--- src/hdl/mslt_pkg.sv ---
package mslt_pkg;

	// default sizing
	localparam int SLOTS_DEF = 10;
	localparam int CAP_DEF   = 16;

	// longest readout run, in beats
	localparam int MAX_OUT   = 16;

	// widest count that any legal CAP can need
	localparam int CNT_W_MAX = 7;

	// operation codes
	localparam logic [3:0] OP_CREATE   = 4'd0;
	localparam logic [3:0] OP_APPEND   = 4'd1;
	localparam logic [3:0] OP_POP      = 4'd2;
	localparam logic [3:0] OP_DELETE   = 4'd3;
	localparam logic [3:0] OP_READ     = 4'd4;
	localparam logic [3:0] OP_SORTED   = 4'd5;
	localparam logic [3:0] OP_RESIZE   = 4'd6;
	localparam logic [3:0] OP_COUNT    = 4'd7;
	localparam logic [3:0] OP_FREE_ALL = 4'd8;

	// status codes
	localparam logic [3:0] ST_OK           = 4'd0;
	localparam logic [3:0] ST_BAD_SLOT     = 4'd1;
	localparam logic [3:0] ST_BAD_SIZE     = 4'd2;
	localparam logic [3:0] ST_EXISTS       = 4'd3;
	localparam logic [3:0] ST_NO_MEMORY    = 4'd4;
	localparam logic [3:0] ST_NO_SLOT      = 4'd5;
	localparam logic [3:0] ST_FULL         = 4'd6;
	localparam logic [3:0] ST_EMPTY        = 4'd7;
	localparam logic [3:0] ST_NOT_FOUND    = 4'd8;
	localparam logic [3:0] ST_BAD_NEW_SIZE = 4'd9;

	// one result beat from the sequencer to the output register
	typedef struct packed {
		logic [3:0]           status;
		logic [31:0]          data_word;
		logic                 has_data;
		logic                 last;
		logic [CNT_W_MAX-1:0] count;
	} res_t;

endpackage

--- src/hdl/mslt_ctrl.sv ---
module mslt_ctrl
	import mslt_pkg::*;
#(
	parameter int SLOTS = SLOTS_DEF,
	parameter int CAP   = CAP_DEF,
	parameter int AW    = 8
) (
	input  logic          clk,
	input  logic          arst_n,
	input  logic          in_valid,
	output logic          in_stall,
	input  logic [3:0]    op,
	input  logic [3:0]    slot,
	input  logic [31:0]   word,
	input  logic [7:0]    amount,
	output logic          res_valid,
	output res_t          res,
	input  logic          res_take,
	output logic          mem_we,
	output logic [AW-1:0] mem_waddr,
	output logic [31:0]   mem_wdata,
	output logic [AW-1:0] mem_raddr,
	input  logic [31:0]   mem_rdata
);

	localparam int CW = $clog2(CAP + 1);
	localparam int SW = (SLOTS > 1) ? $clog2(SLOTS) : 1;

	typedef enum logic [9:0] {
		S_IDLE   = 10'b0000000001,
		S_DECIDE = 10'b0000000010,
		S_DRD    = 10'b0000000100,
		S_DCHK   = 10'b0000001000,
		S_SRD    = 10'b0000010000,
		S_SWR    = 10'b0000100000,
		S_RRD    = 10'b0001000000,
		S_RCHK   = 10'b0010000000,
		S_SSCAN  = 10'b0100000000,
		S_RESP   = 10'b1000000000
	} state_t;

	state_t state_q, ret_q;

	// slot table
	logic [CW-1:0] cap_q   [SLOTS];
	logic [CW-1:0] cnt_q   [SLOTS];
	logic          alloc_q [SLOTS];

	// latched item
	logic [3:0]  op_q;
	logic [3:0]  slot_q;
	logic [31:0] word_q;
	logic [7:0]  amount_q;

	// scan state
	logic [CW-1:0] idx_q, n_q, k_q, sent_q;
	logic          chk_v_s1;
	logic [CW-1:0] chk_idx_s1;
	logic          hp_q, bv_q;
	logic [31:0]   pv_q, bval_q;
	logic [CW-1:0] pi_q, bidx_q;

	res_t res_q;

	// decode of the latched slot
	logic          slot_ok;
	logic [SW-1:0] sidx;
	logic [CW-1:0] cur_cap, cur_cnt;
	logic          cur_alloc;
	logic [AW-1:0] base;
	logic          app_ok;
	logic [CW-1:0] sent_c;

	logic signed [8:0] amt9, cap9, newcap9;

	// sorted scan compare
	logic signed [31:0] sv, spv, sbv;
	logic               elig, better, drain;

	assign slot_ok   = (slot_q >= 4'd1) && ({1'b0, slot_q} <= 5'(SLOTS));
	assign sidx      = SW'(slot_q - 4'd1);
	assign cur_cap   = slot_ok ? cap_q[sidx] : '0;
	assign cur_cnt   = slot_ok ? cnt_q[sidx] : '0;
	assign cur_alloc = slot_ok ? alloc_q[sidx] : 1'b0;
	assign base      = AW'(sidx) * AW'(CAP);
	assign app_ok    = cur_alloc && (cur_cnt < cur_cap);
	assign sent_c    = (int'(cur_cnt) > MAX_OUT) ? CW'(MAX_OUT) : cur_cnt;

	assign amt9    = $signed({amount_q[7], amount_q});
	assign cap9    = $signed(9'(CAP));
	assign newcap9 = $signed(9'(cur_cap)) + amt9;

	assign sv     = $signed(mem_rdata);
	assign spv    = $signed(pv_q);
	assign sbv    = $signed(bval_q);
	assign elig   = !hp_q || (sv > spv) || ((sv == spv) && (chk_idx_s1 > pi_q));
	assign better = !bv_q || (sv < sbv);
	assign drain  = (idx_q == n_q) && !chk_v_s1;

	assign in_stall  = (state_q != S_IDLE);
	assign res_valid = (state_q == S_RESP);
	assign res       = res_q;

	// memory addressing
	always_comb begin
		mem_we    = 1'b0;
		mem_waddr = base + AW'(idx_q);
		mem_wdata = mem_rdata;
		mem_raddr = base + AW'(idx_q);
		case (state_q)
			S_DECIDE: begin
				mem_we    = slot_ok && (op_q == OP_APPEND) && app_ok;
				mem_waddr = base + AW'(cur_cnt);
				mem_wdata = word_q;
			end
			S_SRD: begin
				mem_raddr = base + AW'(idx_q + CW'(1));
			end
			S_SWR: begin
				mem_we = 1'b1;
			end
			default: begin
			end
		endcase
	end

	// sequencer and slot table
	always_ff @(posedge clk or negedge arst_n) begin
		if (!arst_n) begin
			state_q  <= S_IDLE;
			ret_q    <= S_IDLE;
			chk_v_s1 <= 1'b0;
			for (int i = 0; i < SLOTS; i++) begin
				cap_q[i]   <= '0;
				cnt_q[i]   <= '0;
				alloc_q[i] <= 1'b0;
			end
		end else begin
			case (state_q)
				S_IDLE: begin
					if (in_valid) begin
						op_q     <= op;
						slot_q   <= slot;
						word_q   <= word;
						amount_q <= amount;
						state_q  <= S_DECIDE;
					end
				end

				S_DECIDE: begin
					res_q.data_word <= '0;
					res_q.has_data  <= 1'b0;
					res_q.last      <= 1'b1;
					res_q.count     <= CNT_W_MAX'(cur_cnt);
					res_q.status    <= ST_OK;
					ret_q           <= S_IDLE;
					state_q         <= S_RESP;
					idx_q           <= '0;
					k_q             <= '0;
					n_q             <= cur_cnt;
					sent_q          <= sent_c;
					hp_q            <= 1'b0;
					bv_q            <= 1'b0;
					chk_v_s1        <= 1'b0;
					if (op_q > OP_FREE_ALL) begin
						state_q <= S_IDLE;
					end else if (op_q == OP_FREE_ALL) begin
						for (int i = 0; i < SLOTS; i++) begin
							cap_q[i]   <= '0;
							cnt_q[i]   <= '0;
							alloc_q[i] <= 1'b0;
						end
						res_q.count <= '0;
					end else if (!slot_ok) begin
						res_q.status <= ST_BAD_SLOT;
						res_q.count  <= '0;
					end else if (op_q == OP_CREATE) begin
						if (amt9 < 9'sd1) begin
							res_q.status <= ST_BAD_SIZE;
						end else if (cur_alloc) begin
							res_q.status <= ST_EXISTS;
						end else if (amt9 > cap9) begin
							res_q.status <= ST_NO_MEMORY;
						end else begin
							alloc_q[sidx] <= 1'b1;
							cap_q[sidx]   <= CW'(amount_q);
							cnt_q[sidx]   <= '0;
							res_q.count   <= '0;
						end
					end else if (!cur_alloc) begin
						res_q.status <= ST_NO_SLOT;
					end else begin
						case (op_q)
							OP_APPEND: begin
								if (app_ok) begin
									cnt_q[sidx] <= cur_cnt + CW'(1);
									res_q.count <= CNT_W_MAX'(cur_cnt + CW'(1));
								end else begin
									res_q.status <= ST_FULL;
								end
							end
							OP_POP: begin
								if (cur_cnt == '0) begin
									res_q.status <= ST_EMPTY;
								end else begin
									cnt_q[sidx] <= cur_cnt - CW'(1);
									res_q.count <= CNT_W_MAX'(cur_cnt - CW'(1));
								end
							end
							OP_DELETE: begin
								if (cur_cnt == '0) begin
									res_q.status <= ST_EMPTY;
								end else begin
									state_q <= S_DRD;
								end
							end
							OP_READ: begin
								if (cur_cnt != '0) begin
									state_q <= S_RRD;
								end
							end
							OP_SORTED: begin
								if (cur_cnt != '0) begin
									state_q <= S_SSCAN;
								end
							end
							OP_RESIZE: begin
								if (newcap9 < 9'sd1) begin
									res_q.status <= ST_BAD_NEW_SIZE;
								end else if (newcap9 > cap9) begin
									res_q.status <= ST_NO_MEMORY;
								end else begin
									cap_q[sidx] <= CW'(newcap9);
									if (cur_cnt > CW'(newcap9)) begin
										cnt_q[sidx] <= CW'(newcap9);
										res_q.count <= CNT_W_MAX'(CW'(newcap9));
									end
								end
							end
							default: begin
								// count query
								if (cur_cnt == '0) begin
									res_q.status <= ST_EMPTY;
								end
							end
						endcase
					end
				end

				// delete: look for the first match
				S_DRD: begin
					state_q <= S_DCHK;
				end

				S_DCHK: begin
					if (mem_rdata == word_q) begin
						state_q <= S_SRD;
					end else if (idx_q + CW'(1) == n_q) begin
						res_q.status <= ST_NOT_FOUND;
						res_q.count  <= CNT_W_MAX'(n_q);
						state_q      <= S_RESP;
					end else begin
						idx_q   <= idx_q + CW'(1);
						state_q <= S_DRD;
					end
				end

				// delete: move later words down one place
				S_SRD: begin
					if (idx_q + CW'(1) < n_q) begin
						state_q <= S_SWR;
					end else begin
						cnt_q[sidx]  <= n_q - CW'(1);
						res_q.status <= ST_OK;
						res_q.count  <= CNT_W_MAX'(n_q - CW'(1));
						state_q      <= S_RESP;
					end
				end

				S_SWR: begin
					idx_q   <= idx_q + CW'(1);
					state_q <= S_SRD;
				end

				// plain readout, one word per read
				S_RRD: begin
					state_q <= S_RCHK;
				end

				S_RCHK: begin
					res_q.data_word <= mem_rdata;
					res_q.has_data  <= 1'b1;
					res_q.last      <= (idx_q + CW'(1) == sent_q);
					res_q.count     <= CNT_W_MAX'(n_q);
					idx_q           <= idx_q + CW'(1);
					ret_q           <= (idx_q + CW'(1) == sent_q) ? S_IDLE : S_RRD;
					state_q         <= S_RESP;
				end

				// sorted readout: one pass per output finds the next (value, index)
				S_SSCAN: begin
					if (idx_q != n_q) begin
						idx_q <= idx_q + CW'(1);
					end
					chk_v_s1   <= (idx_q != n_q);
					chk_idx_s1 <= idx_q;
					if (chk_v_s1 && elig && better) begin
						bv_q   <= 1'b1;
						bval_q <= mem_rdata;
						bidx_q <= chk_idx_s1;
					end
					if (drain) begin
						res_q.data_word <= bval_q;
						res_q.has_data  <= 1'b1;
						res_q.last      <= (k_q + CW'(1) == sent_q);
						res_q.count     <= CNT_W_MAX'(n_q);
						pv_q            <= bval_q;
						pi_q            <= bidx_q;
						hp_q            <= 1'b1;
						bv_q            <= 1'b0;
						idx_q           <= '0;
						k_q             <= k_q + CW'(1);
						ret_q           <= (k_q + CW'(1) == sent_q) ? S_IDLE : S_SSCAN;
						state_q         <= S_RESP;
					end
				end

				S_RESP: begin
					if (res_take) begin
						state_q <= ret_q;
					end
				end

				default: begin
					state_q <= S_IDLE;
				end
			endcase
		end
	end

	a_we_state: assert property (@(posedge clk) disable iff (!arst_n)
		mem_we |-> (state_q == S_DECIDE || state_q == S_SWR))
		else $error("store written outside append or shift");

	a_cnt_cap: assert property (@(posedge clk) disable iff (!arst_n)
		res_valid |-> (int'(res.count) <= CAP))
		else $error("result count above capacity");

	a_data_ok: assert property (@(posedge clk) disable iff (!arst_n)
		(res_valid && res.has_data) |-> (res.status == ST_OK))
		else $error("data beat with error status");

	a_accept: assert property (@(posedge clk) disable iff (!arst_n)
		(in_valid && !in_stall) |=> (state_q == S_DECIDE))
		else $error("accepted item not decoded");

endmodule

--- config.mk ---
export PLATFORM = sky130hd
export DESIGN_NAME = mslt_ctrl
export DESIGN_NICKNAME = d
export VERILOG_FILES = /design/src/hdl/mslt_pkg.sv /design/src/hdl/mslt_ctrl.sv
export SDC_FILE = /design/constraint.sdc
export NUM_CORES = 1
export LEC_CHECK = 0
export BUFFER_PORTS_ARGS = -buffer_cell sky130_fd_sc_hd__buf_4
export CORE_MARGIN = 2
export CORE_UTILIZATION = 54
export DETAILED_ROUTE_END_ITERATION = 8
export GPL_TIMING_DRIVEN = 0
export HOLD_SLACK_MARGIN = 0.1
export PLACE_DENSITY = 0.83
export SLEW_MARGIN = 10
export SYNTH_ARGS = -nofsm -noshare
export SYNTH_HDL_FRONTEND = slang
export SYNTH_SLANG_ARGS = --single-unit
--- constraint.sdc ---
create_clock -name clk -period 6.75 [get_ports clk]
set_clock_uncertainty 0.2 [all_clocks]
set_input_delay 0.675 -clock clk [delete_from_list [all_inputs] [get_ports clk]]
set_output_delay 0.675 -clock clk [all_outputs]
set_load 0.005 [all_outputs]
==> impl_metrics.json <==
{
  "antenna_found_initial": 4,
  "numCtsBuffers": 36,
  "pin_count": 180,
  "worstPathMaxFanout": 10,
  "fp-row-count": 67,
  "wl_um": 58100,
  "syn_to_final_growth_pct": 20.2,
  "synthArstFlopShare_pct": 39.0,
  "synth.area.top_cells": "edfxtp_1 (32%), dfrtp_1 (17%), ha_1 (7.1%)",
  "io_buffers": 179,
  "outcome": "finished, final reports clean",
  "ir_drop_mv": 0.199,
  "viasPerCell": 6.50,
  "cp.required_ps": 6980,
  "cts_tree": "yes",
  "p_leak_nw": 9.13,
  "chipWidth_um": 187,
  "drc": 0,
  "die_area_um2": 35000,
  "hp-class": "in -> reg",
  "overflow": 0,
  "min-delay-start": "slot[0]",
  "drtAntennaViolNets": 0,
  "post_drt_wl_per_cell_um": 23.4,
  "period_minus_slack_ps": 6620,
  "dr.pass1.iters": 6,
  "clk_latency_ps": 540,
  "crit_type": "reg -> reg",
  "cts_sinks": 318,
  "synth_top_area_share_pct": 32.2,
  "fin_nets": 2187,
  "ys_top_cells_by_count": "nand2_1 (280), edfxtp_1 (194), o21ai_0 (148)",
  "critPathLaunch": "slot_q[0]$_DFFE_PP_",
  "reg2reg_from": "slot_q[0]$_DFFE_PP_",
  "synth_most_common_cell": "nand2_1",
  "grt_start_max_net_pins": 68,
  "synth_cell_types": 95,
  "clk_pin_slew_ps": 70,
  "powerDensity_nw_per_um2": 241,
  "yosysSeqAreaShare_pct": 49.3,
  "fin_crit_sh_pct": 98.1,
  "fin_util_pct": 65.4,
  "slew_viol_final": 0,
  "grt_usage_pct": 32.6,
  "p_total_mw": 5.24,
  "synth.avg_cell_area_um2": 10.3,
  "synth_warnings": 0,
  "syn-num-nets": 1942,
  "cp-start-kind": "flop",
  "end_kind": "flop",
  "drive_gt1_share_pct": 18.5,
  "core-area_um2": 33300,
  "synthFlopType": "edfxtp_1",
  "final_hold_viol_count": 0,
  "slowest_delay_ps": 410,
  "netlist_area_um2": 18100,
  "synth_edf_count": 194,
  "h-tree-depth": 2,
  "ys_seq_elements": 318,
  "worstMarginPinSlew_ps": 1300,
  "max_freq_ghz": 0.151,
  "num_vias": 16100,
  "root_buffer": "clkbuf_16",
  "initial_core_util_pct": 54.4,
  "clock_path_buffers": 3,
  "maxCapViolCount": 0,
  "first_iter_violations": 2115,
  "die_y_um": 187,
  "cpMaxStageDelayCell": "fa_2",
  "dp_hpwl_um": 41500,
  "slew_headroom_pct": 12.4,
  "synth.largest_area_cell": "edfxtp_1",
  "fillers": 2437,
  "syn_inst": 1754,
  "grt_pass1_wl_um": 88900,
  "setup_violations": 0,
  "grt_pass1_vias": 15800,
  "place.gp.congestion": 0.959,
  "crit_arrival_ps": 6860
}
==> per-stage QoR <==
stage,cells,cell area (µm²),worst slack (ps),TNS [ps],hold WS [ps]
4_1_cts,2466,21600,11.5,0,100
3_3_place_gp,2381,20000,-1860,-168350,201
3_5_place_dp,2388,20200,-1980,-182170,205
2_1_floorplan,1754,18100,10.4,0,179
5_1_grt,2480,21800,-61.5,-722,100
6_report,2480,21800,128,0,105
==> power by group <==
part	leakage, nW	switching (mW)	internal (mW)
logic	5.08	0.636	0.411
clock network	0.555	0.833	1.12
registers	3.50	0.0709	2.17
total	9.13	1.54	3.70
==> placed cells by master (no fill, tap or decap), drive strengths merged, types with 6 or more instances in the layout <==
| master | Yosys | final |
|---|---|---|
| o21a | 10 | 10 |
| and3 | 7 | 7 |
| nand4b | 6 | 6 |
| nand4 | 26 | 26 |
| buf | 19 | 226 |
| nor2b | 11 | 11 |
| nand3 | 37 | 37 |
| edfxtp | 194 | 194 |
| xor2 | 43 | 43 |
| o21ai | 165 | 165 |
| mux2i | 13 | 13 |
| a31oi | 21 | 21 |
| nor3b | 9 | 9 |
| mux4 | 22 | 22 |
| a21oi | 72 | 72 |
| o2bb2ai | 50 | 50 |
| clkbuf | 52 | 96 |
| nand2b | 17 | 17 |
| clkinv | 1 | 14 |
| nor2 | 104 | 104 |
| nor3 | 28 | 28 |
| dfrtp | 122 | 122 |
| a21o | 29 | 29 |
| a221oi | 6 | 6 |
| xnor2 | 30 | 30 |
| ha | 103 | 103 |
| and2 | 21 | 21 |
| inv | 108 | 109 |
| mux2 | 10 | 10 |
| o22ai | 10 | 10 |
| o211a | 7 | 7 |
| nor4 | 15 | 15 |
| o31ai | 13 | 13 |
| o211ai | 10 | 10 |
| nand2 | 280 | 280 |
==> layout make-up <==
type | instances | area, µm² | share of cell area [%]
Timing Repair Buffer | 207 | 1650 | 7.58
Sequential cell | 318 | 8930 | 41.0
Inverter | 109 | 413 | 1.90
Antenna cell | 5 | 12.5 | 0.0575
Clock buffer | 45 | 945 | 4.34
Multi-Input combinational cell | 1256 | 8660 | 39.8
Tap cell | 448 | 561 | 2.57
Buffer | 71 | 390 | 1.79
Clock inverter | 21 | 213 | 0.977
==> path summary, 6_finish.rpt <==
kind | to | slack, ps | cells past startpoint
worst max-delay path | cnt_q[6]$_DFFE_PN0P_ | 130 | 29
worst min-delay path | slot_q[0]$_DFFE_PP_ | 110 | 1
worst max register to register | cnt_q[6]$_DFFE_PN0P_ | 130 | 29
worst min register to register | pi_q[2]$_DFFE_PP_ | 220 | 0
max in group asynchronous | cap_q[19]$_DFFE_PN0P_ | 5060 | 3
min in group asynchronous | cnt_q[20]$_DFFE_PN0P_ | 510 | 2
==> layer usage <==
metal | part of all wire [%] | vias to the layer above | routed length [µm] | global-route usage [%]
li1 | - | 6932 | - | -
met1 | 37 | 7687 | 21500 | 41.9
met2 | 46 | 1187 | 26500 | 51.9
met3 | 11 | 302 | 6340 | 6.60
met4 | 6.6 | 0 | 3820 | 17.9
met5 | 0 | - | 0 | 0
==> worst max-delay path, delay by kind of cell (launching register included) <==
kind            cells  cell delay, ps
buf+inv            10            1530
compound gates      8            1790
mux                 2             680
simple gates        5             750
fa+ha+maj           3             970
flops               1             400
xor+xnor            1             190
==> cell families (layout without fill, tap and decap cells) <==
| kind of cell | Yosys count | count (layout) | synth area share [%] |
|---|---|---|---|
| and+or+nand+nor | 581 | 581 | 14.9 |
| AOI/OAI and AO/OA | 453 | 453 | 16.9 |
| DFF | 318 | 318 | 49.3 |
| buffers and inverters | 180 | 453 | 3.94 |
| adders and majority gates | 104 | 104 | 7.23 |
| xor gates and xnor gates | 73 | 73 | 3.57 |
| muxes | 45 | 45 | 4.08 |
| other | 0 | 5 | 0 |
==> flip-flops by register name, summed over array words and instances (netlist names), 3 cells and up <==
signal and count:
alloc_q 10, ret_q 3, word_q 32, cap_q 50, cnt_q 50, state_q 10, k_q 5, idx_q 5
amount_q 8, sent_q 5, chk_idx_s1 5, bval_q 32, op_q 4, pi_q 5, n_q 5, res 45
bidx_q 5, pv_q 32, slot_q 4
==> what timing repair did <==
action | CTS | global route
cloned | 0 | 0
gates resized for setup | 47 | 19
pin swaps | 6 | 7
setup buffers | 11 | 9
endpoints found under the hold margin | 57 | 0
hold buffers | 1 | 0
setup endpoints to repair | 112 | 106
(Power assumes the default switching activity.)
